--- src/hw/rtl/scp_pkg.sv ---
// Package for the serpentine cell placer: coordinate widths, zone constants,
// register indexes, controller states and the controller/datapath interface.
// No dependencies.
`default_nettype none

package scp_pkg;

	localparam int DIM_W   = 9;
	localparam int COL_W   = 10;
	localparam int COORD_W = 11;
	localparam int SYM_W   = 2;
	localparam int OUT_W   = 8;

	localparam logic [DIM_W-1:0] ROWS_RESET = 9'd108;
	localparam logic [DIM_W-1:0] COLS_RESET = 9'd192;

	localparam logic signed [COORD_W-1:0] CORNER_LAST = 11'sd7;
	localparam logic signed [COORD_W-1:0] CORNER_SIZE = 11'sd8;
	localparam logic signed [COORD_W-1:0] CORNER_SKIP = 11'sd9;
	localparam logic signed [COORD_W-1:0] ALIGN_FAR   = 11'sd6;
	localparam logic signed [COORD_W-1:0] ALIGN_NEAR  = 11'sd2;
	localparam logic signed [COORD_W-1:0] ALIGN_SKIP  = 11'sd7;
	localparam logic signed [COORD_W-1:0] ONE_S       = 11'sd1;
	localparam logic signed [COORD_W-1:0] MINUS_ONE_S = -11'sd1;

	typedef enum logic [0:0] {
		REG_GRID_ROWS = 1'b0,
		REG_GRID_COLS = 1'b1
	} cfg_reg_t;

	typedef enum logic [0:0] {
		ST_IDLE,
		ST_WALK
	} state_t;

	typedef enum logic [1:0] {
		KIND_FULL,
		KIND_FREE,
		KIND_SKIP,
		KIND_ROW
	} cell_kind_t;

	typedef struct packed {
		logic load;
		logic step;
		logic emit;
	} dp_cmd_t;

	typedef struct packed {
		cell_kind_t kind;
		logic       slot_free;
	} dp_status_t;

endpackage

`default_nettype wire

--- src/hw/rtl/scp_ctrl.sv ---
// Controller state machine of the serpentine cell placer.
// Depends on scp_pkg; drives the datapath through command and status structs.
`default_nettype none

module scp_ctrl (
	input  wire logic               clk,
	input  wire logic               arst_n,
	input  wire logic               in_valid,
	output logic                    in_ready,
	input  wire scp_pkg::dp_status_t status,
	output scp_pkg::dp_cmd_t         cmd
);
	import scp_pkg::*;

	state_t state_q;
	state_t state_d;

	always_ff @(posedge clk or negedge arst_n) begin
		if (!arst_n) begin
			state_q <= ST_IDLE;
		end else begin
			state_q <= state_d;
		end
	end

	always_comb begin
		state_d  = state_q;
		in_ready = 1'b0;
		cmd      = '0;
		unique case (state_q)
			ST_IDLE: begin
				in_ready = 1'b1;
				if (in_valid) begin
					cmd.load = 1'b1;
					state_d  = ST_WALK;
				end
			end
			ST_WALK: begin
				case (status.kind) inside
					KIND_FULL, KIND_FREE: begin
						if (status.slot_free) begin
							cmd.step = 1'b1;
							cmd.emit = 1'b1;
							state_d  = ST_IDLE;
						end
					end
					default: begin
						cmd.step = 1'b1;
					end
				endcase
			end
			default: begin
				state_d = ST_IDLE;
			end
		endcase
	end

`ifndef SYNTHESIS
	a_emit_needs_slot: assert property (@(posedge clk) disable iff (!arst_n)
		cmd.emit |-> status.slot_free && state_q == ST_WALK)
		else $error("result written while the output register is occupied");
	a_load_only_idle: assert property (@(posedge clk) disable iff (!arst_n)
		cmd.load |=> state_q == ST_WALK)
		else $error("accepted request did not start a walk");
	a_emit_returns_idle: assert property (@(posedge clk) disable iff (!arst_n)
		cmd.emit |=> state_q == ST_IDLE && in_ready)
		else $error("controller did not return to idle after a result");
`endif

endmodule

`default_nettype wire

--- src/hw/rtl/scp_datapath.sv ---
// Datapath of the serpentine cell placer: grid registers, walk position,
// reserved-zone jump logic and the output register. Depends on scp_pkg.
`default_nettype none

module scp_datapath #(
	parameter int MAX_DIM = 256
) (
	input  wire logic                        clk,
	input  wire logic                        arst_n,
	input  wire logic                        cfg_valid,
	input  wire scp_pkg::cfg_reg_t           cfg_index,
	input  wire logic [scp_pkg::DIM_W-1:0]   cfg_data,
	input  wire logic                        start_frame,
	input  wire logic [scp_pkg::SYM_W-1:0]   symbol,
	input  wire scp_pkg::dp_cmd_t            cmd,
	output scp_pkg::dp_status_t              status,
	output logic                             out_valid,
	input  wire logic                        out_ready,
	output logic                             placed,
	output logic [scp_pkg::OUT_W-1:0]        cell_row,
	output logic [scp_pkg::OUT_W-1:0]        cell_col,
	output logic [scp_pkg::SYM_W-1:0]        cell_symbol
);
	import scp_pkg::*;

	localparam int unsigned DIM_MAX = (1 << DIM_W) - 1;
	localparam int unsigned SAT = (MAX_DIM > DIM_MAX) ? DIM_MAX : MAX_DIM;

	logic [DIM_W-1:0]          rows_q;
	logic [DIM_W-1:0]          cols_q;
	logic [DIM_W-1:0]          pos_row_q;
	logic signed [COL_W-1:0]   pos_col_q;
	logic [SYM_W-1:0]          symbol_q;
	logic                      out_valid_q;
	logic                      placed_q;
	logic [OUT_W-1:0]          cell_row_q;
	logic [OUT_W-1:0]          cell_col_q;
	logic [SYM_W-1:0]          cell_symbol_q;

	logic [DIM_W-1:0]          r_dim;
	logic [DIM_W-1:0]          c_dim;
	logic signed [COORD_W-1:0] rr;
	logic signed [COORD_W-1:0] cc;
	logic signed [COORD_W-1:0] r_s;
	logic signed [COORD_W-1:0] c_s;
	logic                      even;
	logic                      full;
	logic                      col_in;
	logic                      top;
	logic                      low;
	logic                      c_lo;
	logic                      c_hi;
	logic                      align;
	logic                      rsvd;
	cell_kind_t                kind;
	logic signed [COORD_W-1:0] target;
	logic signed [COORD_W-1:0] jump;
	logic signed [COORD_W-1:0] col_next;
	logic [DIM_W-1:0]          row_next;

	always_ff @(posedge clk or negedge arst_n) begin
		if (!arst_n) begin
			rows_q <= ROWS_RESET;
			cols_q <= COLS_RESET;
		end else if (cfg_valid) begin
			unique case (cfg_index)
				REG_GRID_ROWS: rows_q <= cfg_data;
				REG_GRID_COLS: cols_q <= cfg_data;
				default: ;
			endcase
		end
	end

	assign r_dim = (rows_q > DIM_W'(SAT)) ? DIM_W'(SAT) : rows_q;
	assign c_dim = (cols_q > DIM_W'(SAT)) ? DIM_W'(SAT) : cols_q;
	assign rr    = signed'({2'b00, r_dim});
	assign cc    = signed'({2'b00, c_dim});
	assign r_s   = signed'({2'b00, pos_row_q});
	assign c_s   = {pos_col_q[COL_W-1], pos_col_q};
	assign even  = ~pos_row_q[0];

	assign full   = pos_row_q >= r_dim;
	assign col_in = (c_s >= 11'sd0) && (c_s < cc);
	assign top    = r_s <= CORNER_LAST;
	assign low    = r_s >= rr - CORNER_SIZE;
	assign c_lo   = c_s <= CORNER_LAST;
	assign c_hi   = c_s >= cc - CORNER_SIZE;
	assign align  = (r_s >= rr - ALIGN_FAR) && (r_s <= rr - ALIGN_NEAR)
		&& (c_s >= cc - ALIGN_FAR) && (c_s <= cc - ALIGN_NEAR);
	assign rsvd   = top ? (c_lo || c_hi) : (low && (c_lo || align));

	always_comb begin
		if (full) begin
			kind = KIND_FULL;
		end else if (!col_in) begin
			kind = KIND_ROW;
		end else if (rsvd) begin
			kind = KIND_SKIP;
		end else begin
			kind = KIND_FREE;
		end
	end

	// A reserved run is passed in one jump to the first column beyond it.
	always_comb begin
		if (even) begin
			if (top) begin
				target = c_hi ? cc : CORNER_SIZE;
			end else begin
				target = c_lo ? CORNER_SIZE : cc - ONE_S;
			end
		end else begin
			if (top) begin
				target = c_lo ? MINUS_ONE_S : cc - CORNER_SKIP;
			end else begin
				target = c_lo ? MINUS_ONE_S : cc - ALIGN_SKIP;
			end
		end
		if (target > cc) begin
			jump = cc;
		end else if (target < MINUS_ONE_S) begin
			jump = MINUS_ONE_S;
		end else begin
			jump = target;
		end
	end

	always_comb begin
		col_next = c_s;
		row_next = pos_row_q;
		case (kind)
			KIND_FREE: col_next = even ? c_s + ONE_S : c_s - ONE_S;
			KIND_SKIP: col_next = jump;
			KIND_ROW: begin
				col_next = even ? c_s - ONE_S : c_s + ONE_S;
				row_next = pos_row_q + DIM_W'(1);
			end
			default: ;
		endcase
	end

	always_ff @(posedge clk or negedge arst_n) begin
		if (!arst_n) begin
			pos_row_q <= '0;
			pos_col_q <= '0;
		end else if (cmd.load) begin
			if (start_frame) begin
				pos_row_q <= '0;
				pos_col_q <= '0;
			end
		end else if (cmd.step) begin
			pos_row_q <= row_next;
			pos_col_q <= col_next[COL_W-1:0];
		end
	end

	always_ff @(posedge clk) begin
		if (cmd.load) begin
			symbol_q <= symbol;
		end
	end

	always_ff @(posedge clk or negedge arst_n) begin
		if (!arst_n) begin
			out_valid_q <= 1'b0;
		end else if (cmd.emit) begin
			out_valid_q <= 1'b1;
		end else if (out_ready) begin
			out_valid_q <= 1'b0;
		end
	end

	always_ff @(posedge clk) begin
		if (cmd.emit) begin
			if (kind == KIND_FREE) begin
				placed_q      <= 1'b1;
				cell_row_q    <= pos_row_q[OUT_W-1:0];
				cell_col_q    <= pos_col_q[OUT_W-1:0];
				cell_symbol_q <= symbol_q;
			end else begin
				placed_q      <= 1'b0;
				cell_row_q    <= '0;
				cell_col_q    <= '0;
				cell_symbol_q <= '0;
			end
		end
	end

	assign status.kind      = kind;
	assign status.slot_free = !out_valid_q || out_ready;
	assign out_valid        = out_valid_q;
	assign placed           = placed_q;
	assign cell_row         = cell_row_q;
	assign cell_col         = cell_col_q;
	assign cell_symbol      = cell_symbol_q;

`ifndef SYNTHESIS
	a_col_lower_bound: assert property (@(posedge clk) disable iff (!arst_n)
		pos_col_q >= -10'sd1)
		else $error("walk column fell below minus one");
	a_skip_keeps_row: assert property (@(posedge clk) disable iff (!arst_n)
		cmd.step && !cmd.load && kind == KIND_SKIP |=> pos_row_q == $past(pos_row_q))
		else $error("zone jump changed the row");
	a_free_gives_placed: assert property (@(posedge clk) disable iff (!arst_n)
		cmd.emit && kind == KIND_FREE |=> out_valid && placed)
		else $error("free cell did not produce a placed result");
`endif

endmodule

`default_nettype wire

--- src/hw/rtl/serpentine_cell_placer_top.sv ---
// Serpentine cell placer: each request gets one result with the row and column
// of the next free grid cell in serpentine order, reserved zones skipped.
// Input requests arrive on in_valid/in_ready with start_frame and symbol; one
// result per request leaves on out_valid/out_ready with placed, cell_row,
// cell_col and cell_symbol. Grid size is set on the cfg port (index 0 rows,
// index 1 columns), which the user must do only while the block is idle; the
// block itself does not enforce it. cfg_ready is always high. A request is
// accepted in the idle state, then the walk goes one step at a time: a free
// cell, a reserved zone (passed in one jump) or a row change. If the grid is
// full, the result has placed low. The walk is done by one position register
// pair updated once per cycle whenever the controller state machine steps it.
// The result sits in an output register, so a new request is accepted while it
// waits. If the receiver stalls, the walk holds at the found cell until the
// output register frees up. After reset the grid is 108 by 192 and the walk
// stands at row 0, column 0; no result is pending.
`default_nettype none

module serpentine_cell_placer_top #(
	parameter int MAX_DIM = 256
) (
	input  wire logic                      clk,
	input  wire logic                      arst_n,
	input  wire logic                      cfg_valid,
	output logic                           cfg_ready,
	input  wire logic                      cfg_index,
	input  wire logic [scp_pkg::DIM_W-1:0] cfg_data,
	input  wire logic                      in_valid,
	output logic                           in_ready,
	input  wire logic                      start_frame,
	input  wire logic [scp_pkg::SYM_W-1:0] symbol,
	output logic                           out_valid,
	input  wire logic                      out_ready,
	output logic                           placed,
	output logic [scp_pkg::OUT_W-1:0]      cell_row,
	output logic [scp_pkg::OUT_W-1:0]      cell_col,
	output logic [scp_pkg::SYM_W-1:0]      cell_symbol
);
	import scp_pkg::*;

	dp_cmd_t    cmd;
	dp_status_t status;

	assign cfg_ready = 1'b1;

	scp_ctrl u_ctrl (
		.clk      (clk),
		.arst_n   (arst_n),
		.in_valid (in_valid),
		.in_ready (in_ready),
		.status   (status),
		.cmd      (cmd)
	);

	scp_datapath #(
		.MAX_DIM (MAX_DIM)
	) u_datapath (
		.clk         (clk),
		.arst_n      (arst_n),
		.cfg_valid   (cfg_valid),
		.cfg_index   (cfg_reg_t'(cfg_index)),
		.cfg_data    (cfg_data),
		.start_frame (start_frame),
		.symbol      (symbol),
		.cmd         (cmd),
		.status      (status),
		.out_valid   (out_valid),
		.out_ready   (out_ready),
		.placed      (placed),
		.cell_row    (cell_row),
		.cell_col    (cell_col),
		.cell_symbol (cell_symbol)
	);

endmodule

`default_nettype wire

--- config.mk ---
export PLATFORM = sky130hd
export DESIGN_NAME = serpentine_cell_placer_top
export DESIGN_NICKNAME = d
export VERILOG_FILES = /design/src/hw/rtl/scp_pkg.sv /design/src/hw/rtl/scp_ctrl.sv /design/src/hw/rtl/scp_datapath.sv /design/src/hw/rtl/serpentine_cell_placer_top.sv
export SDC_FILE = /design/constraint.sdc
export NUM_CORES = 1
export LEC_CHECK = 0
export ABC_AREA = 1
export ABC_CLOCK_PERIOD_IN_PS = 5950
export BUFFER_PORTS_ARGS = -buffer_cell sky130_fd_sc_hd__buf_4
export CAP_MARGIN = 0
export CORE_MARGIN = 2
export CORE_UTILIZATION = 40
export CTS_BUF_LIST = sky130_fd_sc_hd__clkbuf_16
export CTS_CLUSTER_DIAMETER = 120
export DETAILED_ROUTE_END_ITERATION = 7
export GPL_ROUTABILITY_DRIVEN = 1
export PLACE_DENSITY_LB_ADDON = 0.15
export SYNTH_ARGS = -nofsm -noshare
export SYNTH_HDL_FRONTEND = slang
export SYNTH_SLANG_ARGS = --single-unit
--- constraint.sdc ---
create_clock -name clk -period 5.95 [get_ports clk]
set_clock_uncertainty 0.05 [all_clocks]
set_input_delay 1.785 -clock clk [delete_from_list [all_inputs] [get_ports clk]]
set_output_delay 1.785 -clock clk [all_outputs]
set_load 0.05 [all_outputs]
== Yosys cells after proc, flatten, opt, wreduce, memory -nomap -nowiden ==
Index checks and enable logic that the tools add are counted.
Storage, ports and cells
  input bits: 18
  flip-flop bits (word level): 60
  output and inout port bits: 22
Operators by class
  reduce and logical (&&, ||, !) cells: 19
  $lt $le $gt $ge: 15
  bitwise logic cells: 2
  equality and inequality tests: 4
  multiplexer cells: 38
  add/subtract/negate cells: 12
Operator list (count)
  $mux W10: 7
  $mux W11: 6
  $mux W9: 7
  $pmux W10 S3: 1
  $sub A9 B3 Y10 const B: 3
  $sub A9 B4 Y10 const B: 3
  $ge A10 B11 Y1: 2
  $ge A10 B10 Y1: 2
  $sub A9 B2 Y10 const B: 2
  $gt A9 B9 Y1 const B: 2
  $gt A11 B10 Y1: 1
  $le A10 B11 Y1: 1
  $lt A11 B1 Y1 const B: 1
  $mux W1: 11
  $add A10 B2 Y10 const B: 1
  $ge A10 B1 Y1 const B: 1
  $le A10 B10 Y1: 1
  $le A10 B4 Y1 const B: 1
  $lt A10 B10 Y1: 1
  $mux W2: 5
  $sub A10 B2 Y10 const B: 1
  $sub A9 B1 Y10 const B: 1
  $add A9 B1 Y9 const B: 1
  $ge A9 B9 Y1: 1
  other kinds (15): 27

== Longest topological paths before layout ==
Gate-level depths: netlist of the first run.
  word-level depth: 19
  gate-level depth with buffers: 33
  depth with buffers taken out: 33

== By module ==
A second synthesis of the first run with hierarchy kept.
Unflattened totals
  cell total of the unflattened synthesis: 959
  area, all modules: 6522.5 µm²
By module, submodules not included
  scp_datapath: seq. area each 1589.0 µm², area an instance 6443.7 µm², times used 1, cells each 946
  scp_ctrl: seq. area each 25.0 µm², area an instance 67.6 µm², times used 1, cells each 11
  serpentine_cell_placer_top: seq. area each 0.0 µm², area an instance 11.3 µm², times used 1, cells each 2

== Worst setup path after synthesis of the first run ==
OpenSTA, ideal clock, no wires.
  kind: register -> register
  start point: reg u_datapath.cols_q[0]
  end point: reg u_datapath.pos_col_q[2]
  setup slack: 1730 ps
  stages on the path, launching flop included: 32
  period minus slack after synthesis: 4220 ps
  setup time: 116 ps
  data required time: 5784 ps
  arrival time: 4054 ps
  path buffers: 0
  path through: dfrtp_1 -> nor2_1 -> nand2_1 -> o21ai_4 -> nand2_4 -> ha_1 -> nand2_1 -> xor2_1 -> ha_1 -> a21oi_1 -> o21a_1 -> nand3_1 -> nand2_1 -> nand2_1 -> nand3_1 -> nand3_1 -> nand2_1 -> inv_1 -> ha_1 -> nand2_1 -> o21ai_0 -> nand4_1 -> o211ai_1 -> nand2_1 -> a21oi_1 -> nand2_4 -> inv_4 -> nand2_1 -> a21oi_1 -> nor2_1 -> nand2_1 -> nand2_1
Between the ends
  word-level cells in the longest chain between the ends: 18
  elaborated cells on any way between the ends: 46
  those cells by class: add/sub: 6; order compare: 7; eq/ne: 3; mux: 19; reduce/logical: 11
RTL lines
  start: declaration: line scp_datapath.sv:30  | logic [DIM_W-1:0] cols_q;
  start signal: assignment: line scp_datapath.sv:68  | REG_GRID_COLS: cols_q <= cfg_data;
  $gt A9 B9 Y1: line scp_datapath.sv:75  | assign c_dim = (cols_q > DIM_W'(SAT)) ? DIM_W'(SAT) : cols_q;
  $mux W9 (*): line scp_datapath.sv:75
  parallel branches: the longest is 16 deep, another holds $lt A11 B1 Y1
  end signal: assignment: line scp_datapath.sv:153  | pos_col_q <= col_next[COL_W-1:0];
  end: declaration: line scp_datapath.sv:32  | logic signed [COL_W-1:0] pos_col_q;
Mark *: on every way between the ends. The select of a mux whose other input is x is not followed.
A chain may end at the register's enable or synchronous reset.

== Final worst setup path of the first run ==
  start point: reg u_datapath.cols_q[8]
  end point: reg u_datapath.pos_col_q[5]
Same word-level chain as after synthesis.

==> results of run 1 <==
[registers in the layout, indices dropped and copies added, names as in the netlist]
signal / count
u_datapath.cols_q: 9
u_datapath.cell_symbol: 2
u_datapath.pos_col_q: 10
u_datapath.symbol_q: 2
u_datapath.out_valid: 1
u_datapath.rows_q: 9
u_datapath.pos_row_q: 9
u_datapath.cell_col: 8
u_datapath.placed: 1
u_datapath.cell_row: 8
u_ctrl.state_q: 1
[final timing paths]
path,from,end,depth (start not counted)
worst max-delay path,u_datapath.cols_q[8],u_datapath.pos_col_q[5],30
worst min-delay path,u_datapath.rows_q[4],u_datapath.rows_q[4],2
worst max register to register,u_datapath.cols_q[8],u_datapath.pos_col_q[5],30
worst min register to register,u_datapath.rows_q[4],u_datapath.rows_q[4],2
max in group asynchronous,arst_n,u_datapath.pos_row_q[7],1
min in group asynchronous,arst_n,u_datapath.cols_q[5],1
[synth_stat cells, types with 3 or more instances]
master	count	share of area, %
buf_2	4	0.29
nor2_2	3	0.27
nand4_1	24	2.2
nand3_4	3	0.77
o211ai_1	3	0.33
inv_1	122	6.7
ha_1	88	16
o2111ai_1	4	0.51
a21oi_1	45	3.3
clkbuf_1	7	0.38
buf_4	4	0.44
o21ai_2	7	0.90
xor2_1	40	5.1
edfxtp_1	21	9.2
nand2_4	6	0.99
nor3b_1	3	0.33
o21ai_0	39	2.9
dfstp_2	6	2.3
nand3_1	79	5.8
nor3_1	6	0.44
o21a_1	3	0.33
dfrtp_1	33	12
nand3_2	4	0.59
inv_2	8	0.44
o21ai_1	5	0.37
xnor2_1	5	0.64
nand2_2	20	1.8
nand2_1	274	15
nor2_1	100	5.5
nor2_4	3	0.49
[area by class of cell]
type | count | area [um2]
flip-flops and latches | 60 | 1614
multi-input cells | 786 | 4608
repair buffers | 43 | 322.8
well taps | 220 | 275.3
inverters | 134 | 510.5
fillers | 1736 | 9026
clock buffers | 9 | 225.2
clock inverters | 7 | 60.06
[through the flow]
step	setup slack [ps]	instance area, um2
6_report	1059	7616
5_1_grt	519.5	7616
4_1_cts	1092	7616
3_5_place_dp	1117	7331
3_3_place_gp	1113	7331
2_1_floorplan	1730	6828
[kinds of logic after synthesis]
kind of cell | count (synthesis)
and+or+nand+nor | 536
buffers and inverters | 151
AOI/OAI and AO/OA | 116
adders and majority gates | 88
DFF | 60
xor gates and xnor gates | 45
other | 1
[worst max-delay path, delay by kind of cell, from the launching register on]
family	cells	cell delay [ps]
AND/OR/NAND/NOR	17	1890
AO/OA/AOI/OAI	6	930
adder cells (fa/ha/maj)	2	620
flip-flops	1	550
buffers and inverters	4	520
XOR/XNOR	1	180
[metal layers]
metal | share of wire, % | GRT usage [%] | up-vias
li1 | - | - | 3333
met1 | 48 | 29.72 | 2976
met2 | 46 | 36.10 | 160
met3 | 4.0 | 3.191 | 31
met4 | 2.1 | 7.602 | 0
met5 | 0 | 0 | -
==> flow_metrics.py, run 1 <==
metrics = {
    "run_status": {
        "status": "finished clean",
    },
    "clock_tree": {
        "numCtsBuffers": 9,
        "ctsRootBufferMaster": "clkbuf_16",
        "cts_tree": "done",
        "clk_latency_ps": 350,
        "postCtsSetupRepairBufs": 0,
        "cts.sinks": 60,
        "cts_buffer_depth": 2,
        "cts_resized": 0,
        "cts_max_level": 3,
        "cts.hold.buffers_added": 0,
        "clkTransAtPathRegs_ps": 50,
    },
    "setup_path": {
        "cp.arrival_ps": 5080,
        "endpoint_kind": "flip-flop",
        "critPathSlowestCell": "dfrtp_1",
        "startpoint_type": "flip-flop",
        "critPathKind": "reg2reg",
        "reg2reg_slack_ps": 1060,
        "crit_path_max_fanout": 14,
        "cpPeakStageDelay_ps": 550,
        "critPathMostFrequentCell": "nand2_1",
        "worst_ep_required_time_ps": 6140,
    },
    "sta": {
        "finalSetupTns_ps": 0,
        "worstMarginPinSlew_ps": 924.4,
        "finalSetupViolCount": 0,
        "grt_setup_unrepaired": "no",
        "fin_hold_ws_ps": 434.6,
        "finalHoldViolCount": 0,
        "relSlewSlack_pct": 38.15,
        "slew_violations": 0,
        "period_minus_slack_ps": 4891,
        "finalCritPeriodShare_pct": 82.21,
        "fmax_mhz": 204.4,
    },
    "floorplan": {
        "die_h_um": 134.7,
        "fp.dieArea_um2": 18130,
        "core_um2": 16640,
        "start_util_pct": 41.03,
        "std_cell_rows": 47,
        "io_pins": 40,
        "die_w_um": 134.7,
    },
    "synthesis": {
        "syn_area_per_cell_um2": 6.848,
        "synth_compound_area_share_pct": 9.786,
        "synth_cell_types": 53,
        "seq_area_frac_synth_pct": 23.64,
        "synthMuxAreaShare_pct": 0,
        "synth-seq-cells": 60,
        "synthSimpleGateAreaFrac_pct": 35.75,
        "synth_edf_count": 21,
        "synth_warnings": 0,
        "ys.flop_type": "dfrtp_1",
        "postSynthCellCount": 997,
        "synth-adder-area-share_pct": 16.13,
        "synth_xor_area_share_pct": 5.772,
        "synthArstFlopShare_pct": 65.00,
        "synth_area_um2": 6828,
        "syn_nets": 1103,
        "synth_top_family_by_area": "simple AND/OR/NAND/NOR gates",
    },
    "drt": {
        "drtIter0Drc": 598,
        "drtPass1Iterations": 5,
        "viasPerCell": 5.163,
        "drt-total-wl_um": 19050,
        "ant_nets": 0,
        "drc": 0,
        "num_vias": 6500,
        "wl_per_cell_um": 15.13,
    },
    "min_path": {
        "hold_path_class": "reg2reg",
    },
    "layout": {
        "syn_to_final_growth_pct": 11.54,
        "final_common_cell": "nand2_1",
        "num_antenna_cells": 0,
        "nets": 1140,
        "fin_cells": 1259,
        "post-route-util_pct": 45.76,
        "layout-drive-gt1-share_pct": 11.84,
        "final_cell_mix": "nand2_1 (274), inv_1 (124), nor2_1 (100)",
    },
    "placed_design": {
        "gp_congestion": 0.8820,
        "place_inst": 1243,
        "io_buffers": 38,
        "hpwl_um": 14630,
    },
    "grt": {
        "overflow": 0,
        "grt_pass1_wl_um": 31570,
        "antenna_found_initial": 0,
        "track_usage_pct": 22.04,
        "grt_max_degree": 40,
        "grt_pass1_vias": 6213,
    },
    "job": {
        "max-cap-violations": 0,
    },
}
Power of run 1 is not shown: default switching activity piles up to over one toggle a cycle in this logic, so the estimate is an artifact.
==> inputs of run 2 (changes only) <==
--- a/config.mk
+++ b/config.mk
@@ -5,8 +5,8 @@
 export SDC_FILE = /design/constraint.sdc
 export NUM_CORES = 1
 export LEC_CHECK = 0
-export ABC_AREA = 1
-export ABC_CLOCK_PERIOD_IN_PS = 5950
+export ABC_AREA = 0
+export ABC_CLOCK_PERIOD_IN_PS = 4600
 export BUFFER_PORTS_ARGS = -buffer_cell sky130_fd_sc_hd__buf_4
 export CAP_MARGIN = 0
 export CORE_MARGIN = 2
==> constraint.sdc (replaced) <==
create_clock -name clk -period 4.6 [get_ports clk]
set_clock_uncertainty 0.05 [all_clocks]
set_input_delay 1.38 -clock clk [delete_from_list [all_inputs] [get_ports clk]]
set_output_delay 1.38 -clock clk [all_outputs]
set_load 0.05 [all_outputs]
==> run 2 against run 1 <==
The run now ends with setup timing left. Core utilization grew 6.2 points. Count of clock-buffer cells in the layout unchanged. Setup slack got worse by 1600 ps. Maximum frequency fell by 4.3%. Worst hold slack better by 20 ps. Synthesized cell count is 27% lower. Global-route usage increased by 3.0 points. Final cell count fell by 15%. First-iteration DRC count shrank 22%. Critical endpoint is now u_datapath.pos_col_q[8]. Register-to-register slack worse by 1600 ps. Area after synthesis decreased by 6.8%. Sequential share of layout area decreased by 1.4 points.
==> flow_metrics.py, run 2 <==
metrics = {
    "run_status": {
        "status": "complete, but fails checks",
        "violations": "setup timing",
    },
    "drt": {
        "drt-total-wl_um": 20480,
        "drtPass1Iterations": 5,
        "wl_per_cell_um": 19.05,
        "ant_nets": 0,
        "num_vias": 6057,
        "drc": 0,
        "drtIter0Drc": 466,
        "viasPerCell": 5.634,
    },
    "layout": {
        "nets": 960,
        "top_register": "u_datapath.pos_col_q",
        "syn_to_final_growth_pct": 28.21,
        "final_cell_mix": "buf_4 (139), ha_1 (79), nand2_1 (69)",
        "num_antenna_cells": 0,
        "largest_register_ffs": 10,
        "fill_cells": 1468,
        "multi_input_area_um2": 4743,
        "layout-drive-gt1-share_pct": 28.29,
        "fin_cells": 1075,
        "final_common_cell": "buf_4",
        "seq_area_um2": 1615,
    },
    "setup_path": {
        "critPathKind": "reg2reg",
        "path_cells": "nor2b_1 > buf_4 > inv_6 > ha_4 > and3_4 > xor2_4 > ha_4 > a211oi_2 > o211ai_1 > a2111oi_4 > or2_1 > buf_6 > o32a_1 > buf_4 > buf_4 > nand3_2 > or4_4 > ha_4 > or3_1 > a2111o_1 > o311a_1 > o22a_1",
        "cpPeakStageDelay_ps": 550,
        "crit_path_max_fanout": 7,
        "path_delay_family": "compound AO/OA/AOI/OAI gates",
        "cp.arrival_ps": 5290,
        "worst_ep_required_time_ps": 4780,
        "startpoint_type": "flip-flop",
        "endpoint_kind": "flip-flop",
        "reg2reg_slack_ps": -510,
        "path_buf_inv": 5,
        "critPathSlowestCell": "or4_4",
    },
    "synthesis": {
        "ys.flop_type": "dfrtp_1",
        "synth_cell_types": 79,
        "synth-seq-cells": 60,
        "synth_most_common_cell": "ha_1",
        "synth_area_leaders": "ha_1 (17%), dfrtp_1 (13%), edfxtp_1 (9.9%)",
        "netlist_top_cells_count": "ha_1 (88), nand2_1 (70), a21oi_1 (43), nor2_1 (43), xnor2_1 (37)",
        "postSynthCellCount": 728,
        "synth_area_leader_cell": "ha_1",
        "syn_area_per_cell_um2": 8.741,
        "synth_edf_count": 21,
        "synth_warnings": 0,
        "synth_top_area_share_pct": 17.30,
        "seq_area_frac_synth_pct": 25.36,
        "synthArstFlopShare_pct": 65.00,
        "synth_area_um2": 6364,
        "syn_nets": 834,
    },
    "clock_tree": {
        "cts_max_level": 3,
        "clk_latency_ps": 340,
        "cts.hold.buffers_added": 0,
        "ctsRootBufferMaster": "clkbuf_16",
        "numCtsBuffers": 9,
        "cts_tree": "done",
        "clkTransAtPathRegs_ps": 60,
        "cts_buffer_depth": 2,
        "cts.sinks": 60,
    },
    "sta": {
        "worstMarginPinSlew_ps": 1027,
        "grt_setup_unrepaired": "yes",
        "fmax_mhz": 195.6,
        "finalHoldViolCount": 0,
        "finalSetupTns_ps": -3854,
        "finalCritPeriodShare_pct": 111.2,
        "relSlewSlack_pct": 30.97,
        "setup_ws_ps": -513.4,
        "period_minus_slack_ps": 5113,
        "finalSetupViolCount": 10,
        "slew_violations": 0,
    },
    "floorplan": {
        "start_util_pct": 40.50,
        "core_um2": 15710,
        "fp.dieArea_um2": 16930,
        "die_w_um": 130.1,
        "die_h_um": 130.1,
        "std_cell_rows": 46,
        "io_pins": 40,
    },
    "grt": {
        "grt_pass1_vias": 5975,
        "grt_pass1_wl_um": 32580,
        "overflow": 0,
        "antenna_found_initial": 0,
        "grt_max_degree": 40,
        "track_usage_pct": 25.07,
    },
    "power_and_ir_drop": {
        "leakage_nw": 3.557,
        "peakVddDrop_mv": 0.2904,
        "power_density_nw_per_um2": 825.2,
    },
    "min_path": {
        "hold_path_class": "reg2reg",
    },
    "placed_design": {
        "hpwl_um": 16270,
        "gp_congestion": 1.033,
        "io_buffers": 38,
        "place_inst": 1044,
    },
    "job": {
        "max-cap-violations": 0,
    },
}
==> run 2: cell types whose count changed in the layout (fill, tap and decap cells not counted), moves of 27 or more <==
cell / before / now
nand3_1: 79 / 25
nor2_1: 100 / 40
xnor2_1: 5 / 37
inv_1: 124 / 31
xor2_1: 40 / 13
buf_4: 43 / 139
nand2_1: 274 / 69
==> run 2: power breakdown <==
group / internal [mW] / leakage, nW / switching [mW]
clock network: 0.357 / 0.136 / 0.254
registers: 0.785 / 0.654 / 0.162
logic: 2.25 / 2.77 / 2.93
==> run 2: per-stage QoR <==
| step | power [mW] | instance area, um2 | utilization [%] | setup slack (ps) | hold WS [ps] |
|---|---|---|---|---|---|
| after floorplan | 3.986 | 6429 | - | -361.1 | 422.7 |
| after global placement | 5.488 | 7515 | 47.83 | -467.4 | 440.9 |
| after detailed placement | 5.552 | 7515 | 47.83 | -513.7 | 450.6 |
| after CTS | 6.522 | 8056 | 51.27 | -454.9 | 462.2 |
| after global routing | 7.234 | 8159 | 51.93 | -739.6 | 497.2 |
| final | 6.733 | 8159 | 51.93 | -513.4 | 454.6 |
==> run 2: path summary, 6_finish.rpt <==
path,startpoint,end,cells past startpoint
worst min-delay path,u_datapath.rows_q[0],u_datapath.rows_q[0],1
min in group asynchronous,arst_n,u_datapath.cols_q[8],1
worst max-delay path,u_datapath.cols_q[8],u_datapath.pos_col_q[8],22
worst max register to register,u_datapath.cols_q[8],u_datapath.pos_col_q[8],22
max in group asynchronous,arst_n,u_datapath.cols_q[8],1
worst min register to register,u_datapath.rows_q[0],u_datapath.rows_q[0],1
==> run 2: metal layers <==
metal / GRT usage [%] / vias up / part of all wire [%]
met5: 0 / - / 0
met4: 7.780 / 0 / 2.7
met3: 4.100 / 41 / 5.0
met2: 41.73 / 184 / 47
met1: 33.39 / 2877 / 46
li1: - / 2955 / -
==> run 2: kinds of logic after synthesis <==
family                     share of synthesized area, %
xor gates and xnor gates                          7.019
adders and majority gates                         17.30
buffers and inverters                             4.542
and+or+nand+nor                                   20.35
other                                           0.05893
DFF                                               25.36
muxes                                             4.129
AOI/OAI and AO/OA                                 21.24
==> run 2: layout make-up <==
cell class / count / area share, %
clock buffer: 9 / 2.760
clock inverter: 7 / 0.4140
inverter: 33 / 1.580
multi-input combinational: 603 / 58.14
sequential: 60 / 19.80
tap: 216 / 3.312
timing repair buffer: 147 / 14.00
==> run 2: repair_timing <==
| item | in CTS | in global routing |
|---|---|---|
| gates resized for setup | 36 | 17 |
| buffers inserted | 12 | 4 |
| endpoints found under the setup margin | 10 | 44 |
| pin swaps | 23 | 14 |
| hold endpoints to repair | 0 | 0 |
Power figures use the tool's default switching activity.
==> inputs of run 3 (changes only) <==
--- a/config.mk
+++ b/config.mk
@@ -10,7 +10,7 @@
 export BUFFER_PORTS_ARGS = -buffer_cell sky130_fd_sc_hd__buf_4
 export CAP_MARGIN = 0
 export CORE_MARGIN = 2
-export CORE_UTILIZATION = 40
+export CORE_UTILIZATION = 60
 export CTS_BUF_LIST = sky130_fd_sc_hd__clkbuf_16
 export CTS_CLUSTER_DIAMETER = 120
 export DETAILED_ROUTE_END_ITERATION = 7
==> run 3 against run 2 <==
The flow still finishes with violations (setup timing). Sequential power fell by 0.7%. Maximum frequency decreased by 0.62%. Routed wire length fell by 1.1%. Final area fell by 3.6%. Final cell count fell by 9.4%. First-iteration DRC count up 9.9%. Sequential cell count unchanged. Critical path type unchanged. Largest power group unchanged.
==> flow_metrics.py, run 3 (same netlist as run 2, synthesis figures left out) <==
metrics = {
    "floorplan": {
        "fp.dieArea_um2": 11450,
        "die_w_um": 107.0,
        "core_um2": 10320,
        "start_util_pct": 61.64,
        "die_h_um": 107.0,
        "io_pins": 40,
        "std_cell_rows": 37,
    },
    "setup_path": {
        "startpoint_type": "flip-flop",
        "critPathSlowestCell": "a2111oi_4",
        "cpPeakStageDelay_ps": 490,
        "path_cells": "nor2b_1 > buf_4 > inv_6 > buf_6 > and3_4 > xor2_1 > ha_1 > o211ai_1 > a221oi_2 > a2111oi_4 > or2_4 > nor2_1 > o32a_1 > ha_2 > a2111o_1 > a31oi_1 > o21ai_1 > and3b_2 > or3_1 > a2111o_1 > o311a_1 > o22a_1",
        "reg2reg_slack_ps": -550,
        "crit_path_max_fanout": 5,
        "worstReg2RegEnd": "u_datapath.pos_col_q[8]",
        "worst_ep_required_time_ps": 4770,
        "cp.arrival_ps": 5320,
        "endpoint_kind": "flip-flop",
        "critPathKind": "reg2reg",
        "reg2reg_depth": 22,
        "r2r-start": "u_datapath.cols_q[8]",
        "critPathMostFrequentCell": "a2111o_1",
    },
    "drt": {
        "ant_nets": 0,
        "wl_per_cell_um": 20.80,
        "drtPass1Iterations": 5,
        "drc": 0,
        "viasPerCell": 6.522,
        "num_vias": 6352,
        "drt-total-wl_um": 20260,
        "drtIter0Drc": 512,
    },
    "layout": {
        "num_antenna_cells": 0,
        "syn_to_final_growth_pct": 23.54,
        "finish.instance_area_um2": 7861,
        "top_register": "u_datapath.pos_col_q",
        "final_cell_mix": "buf_4 (120), ha_1 (82), nand2_1 (68)",
        "final_common_cell": "buf_4",
        "post-route-util_pct": 76.15,
        "largest_register_ffs": 10,
        "layout-drive-gt1-share_pct": 26.49,
        "nets": 939,
        "fill_cells": 751,
    },
    "grt": {
        "track_usage_pct": 35.92,
        "overflow": 0,
        "grt_pass1_vias": 6215,
        "grt_pass1_wl_um": 31730,
        "grt_max_degree": 40,
        "antenna_found_initial": 0,
    },
    "power_and_ir_drop": {
        "swShare_pct": 50.56,
        "power_density_nw_per_um2": 833.1,
        "power_mw": 6.549,
        "leakage_nw": 3.453,
        "intPower_mw": 3.238,
        "peakVddDrop_mv": 0.5514,
        "clock_power_share_pct": 9.9,
        "seqPwrFrac_pct": 14.3,
        "combinationalPowerShare_pct": 75.7,
        "p_switching_mw": 3.311,
    },
    "clock_tree": {
        "cts.hold.buffers_added": 0,
        "cts_buffer_depth": 2,
        "cts.sinks": 60,
        "clk_latency_ps": 340,
        "clkTransAtPathRegs_ps": 60,
        "cts_max_level": 3,
        "numCtsBuffers": 9,
        "ctsRootBufferMaster": "clkbuf_16",
        "cts_tree": "done",
    },
    "sta": {
        "relSlewSlack_pct": 45.47,
        "fin_hold_ws_ps": 463.0,
        "worstMarginPinSlew_ps": 816.3,
        "finalHoldViolCount": 0,
        "grt_setup_unrepaired": "yes",
        "setup_ws_ps": -545.3,
        "finalCritPeriodShare_pct": 111.9,
        "period_minus_slack_ps": 5145,
        "finalSetupViolCount": 10,
        "slew_violations": 0,
        "fmax_mhz": 194.4,
    },
    "placed_design": {
        "gp_congestion": 1.012,
        "placed_area_um2": 7272,
        "hpwl_um": 15280,
        "post-place-ws_ps": -474.2,
        "io_buffers": 38,
    },
    "run_status": {
        "status": "complete, but fails checks",
        "violations": "setup timing",
    },
    "min_path": {
        "worstHoldStart": "u_datapath.cols_q[1]",
        "holdPathEnd": "u_datapath.cols_q[1]",
        "whs_path_depth": 1,
        "hold_path_class": "reg2reg",
    },
    "job": {
        "max-cap-violations": 0,
    },
}
run 3: final cells by class:
class                   instances  area (um2)  share of cell area, %
multi-input cells             603        4677                  59.49
clock inverters                 7       60.06                 0.7640
well taps                     136       170.2                  2.165
inverters                      33       128.9                  1.639
clock buffers                   9       225.2                  2.865
repair buffers                126       985.9                  12.54
flip-flops and latches         60        1614                  20.53
run 3: worst max-delay path, delay by kind of cell (launching register included):
kind | cells | cell delay, ps
buffers and inverters | 3 | 300
and+or+nand+nor | 6 | 1130
DFF | 1 | 420
adders and majority gates | 2 | 510
AOI/OAI and AO/OA | 10 | 2480
xor gates and xnor gates | 1 | 150
run 3: timing repair:
| action | CTS | global route |
|---|---|---|
| cloned | 1 | 0 |
| resized for setup | 21 | 23 |
| endpoints found under the hold margin | 0 | 0 |
| buffers inserted | 9 | 4 |
| endpoints found under the setup margin | 24 | 49 |
| pin swaps | 16 | 12 |
run 3: how the worst max path moves through the flow:
stage                                    to  depth (start not counted)            startpoint
finish              u_datapath.pos_col_q[8]                         22  u_datapath.cols_q[8]
CTS                 u_datapath.pos_col_q[8]                         20  u_datapath.cols_q[8]
detailed placement  u_datapath.pos_col_q[8]                         20  u_datapath.cols_q[8]
global placement    u_datapath.pos_col_q[8]                         19  u_datapath.cols_q[8]
global route        u_datapath.pos_col_q[8]                         24  u_datapath.cols_q[8]
floorplan           u_datapath.pos_col_q[8]                         23  u_datapath.cols_q[8]
run 3: power groups by stage:
stage          registers (mW)  clock network [mW]  logic, mW
2_1_floorplan            1.20                   0       2.78
3_3_place_gp            0.935                   0       4.23
3_5_place_dp            0.940                   0       4.37
4_1_cts                 0.936               0.654       4.63
5_1_grt                 0.954               0.681       5.34
6_report                0.940               0.649       4.96
run 3: stage by stage:
step,cells,setup TNS [ps]
after floorplan,728,-1002
after global placement,945,-1687
after detailed placement,945,-3512
after CTS,971,-2682
after global routing,974,-5721
final,974,-3622
run 3: per-layer routing:
metal / track usage (%) / up-vias / share of wire (%)
met5: 0 / - / 0
met4: 16.98 / 0 / 4.7
met3: 6.018 / 81 / 7.4
met2: 60.15 / 356 / 48
met1: 45.10 / 3001 / 40
li1: - / 2914 / -
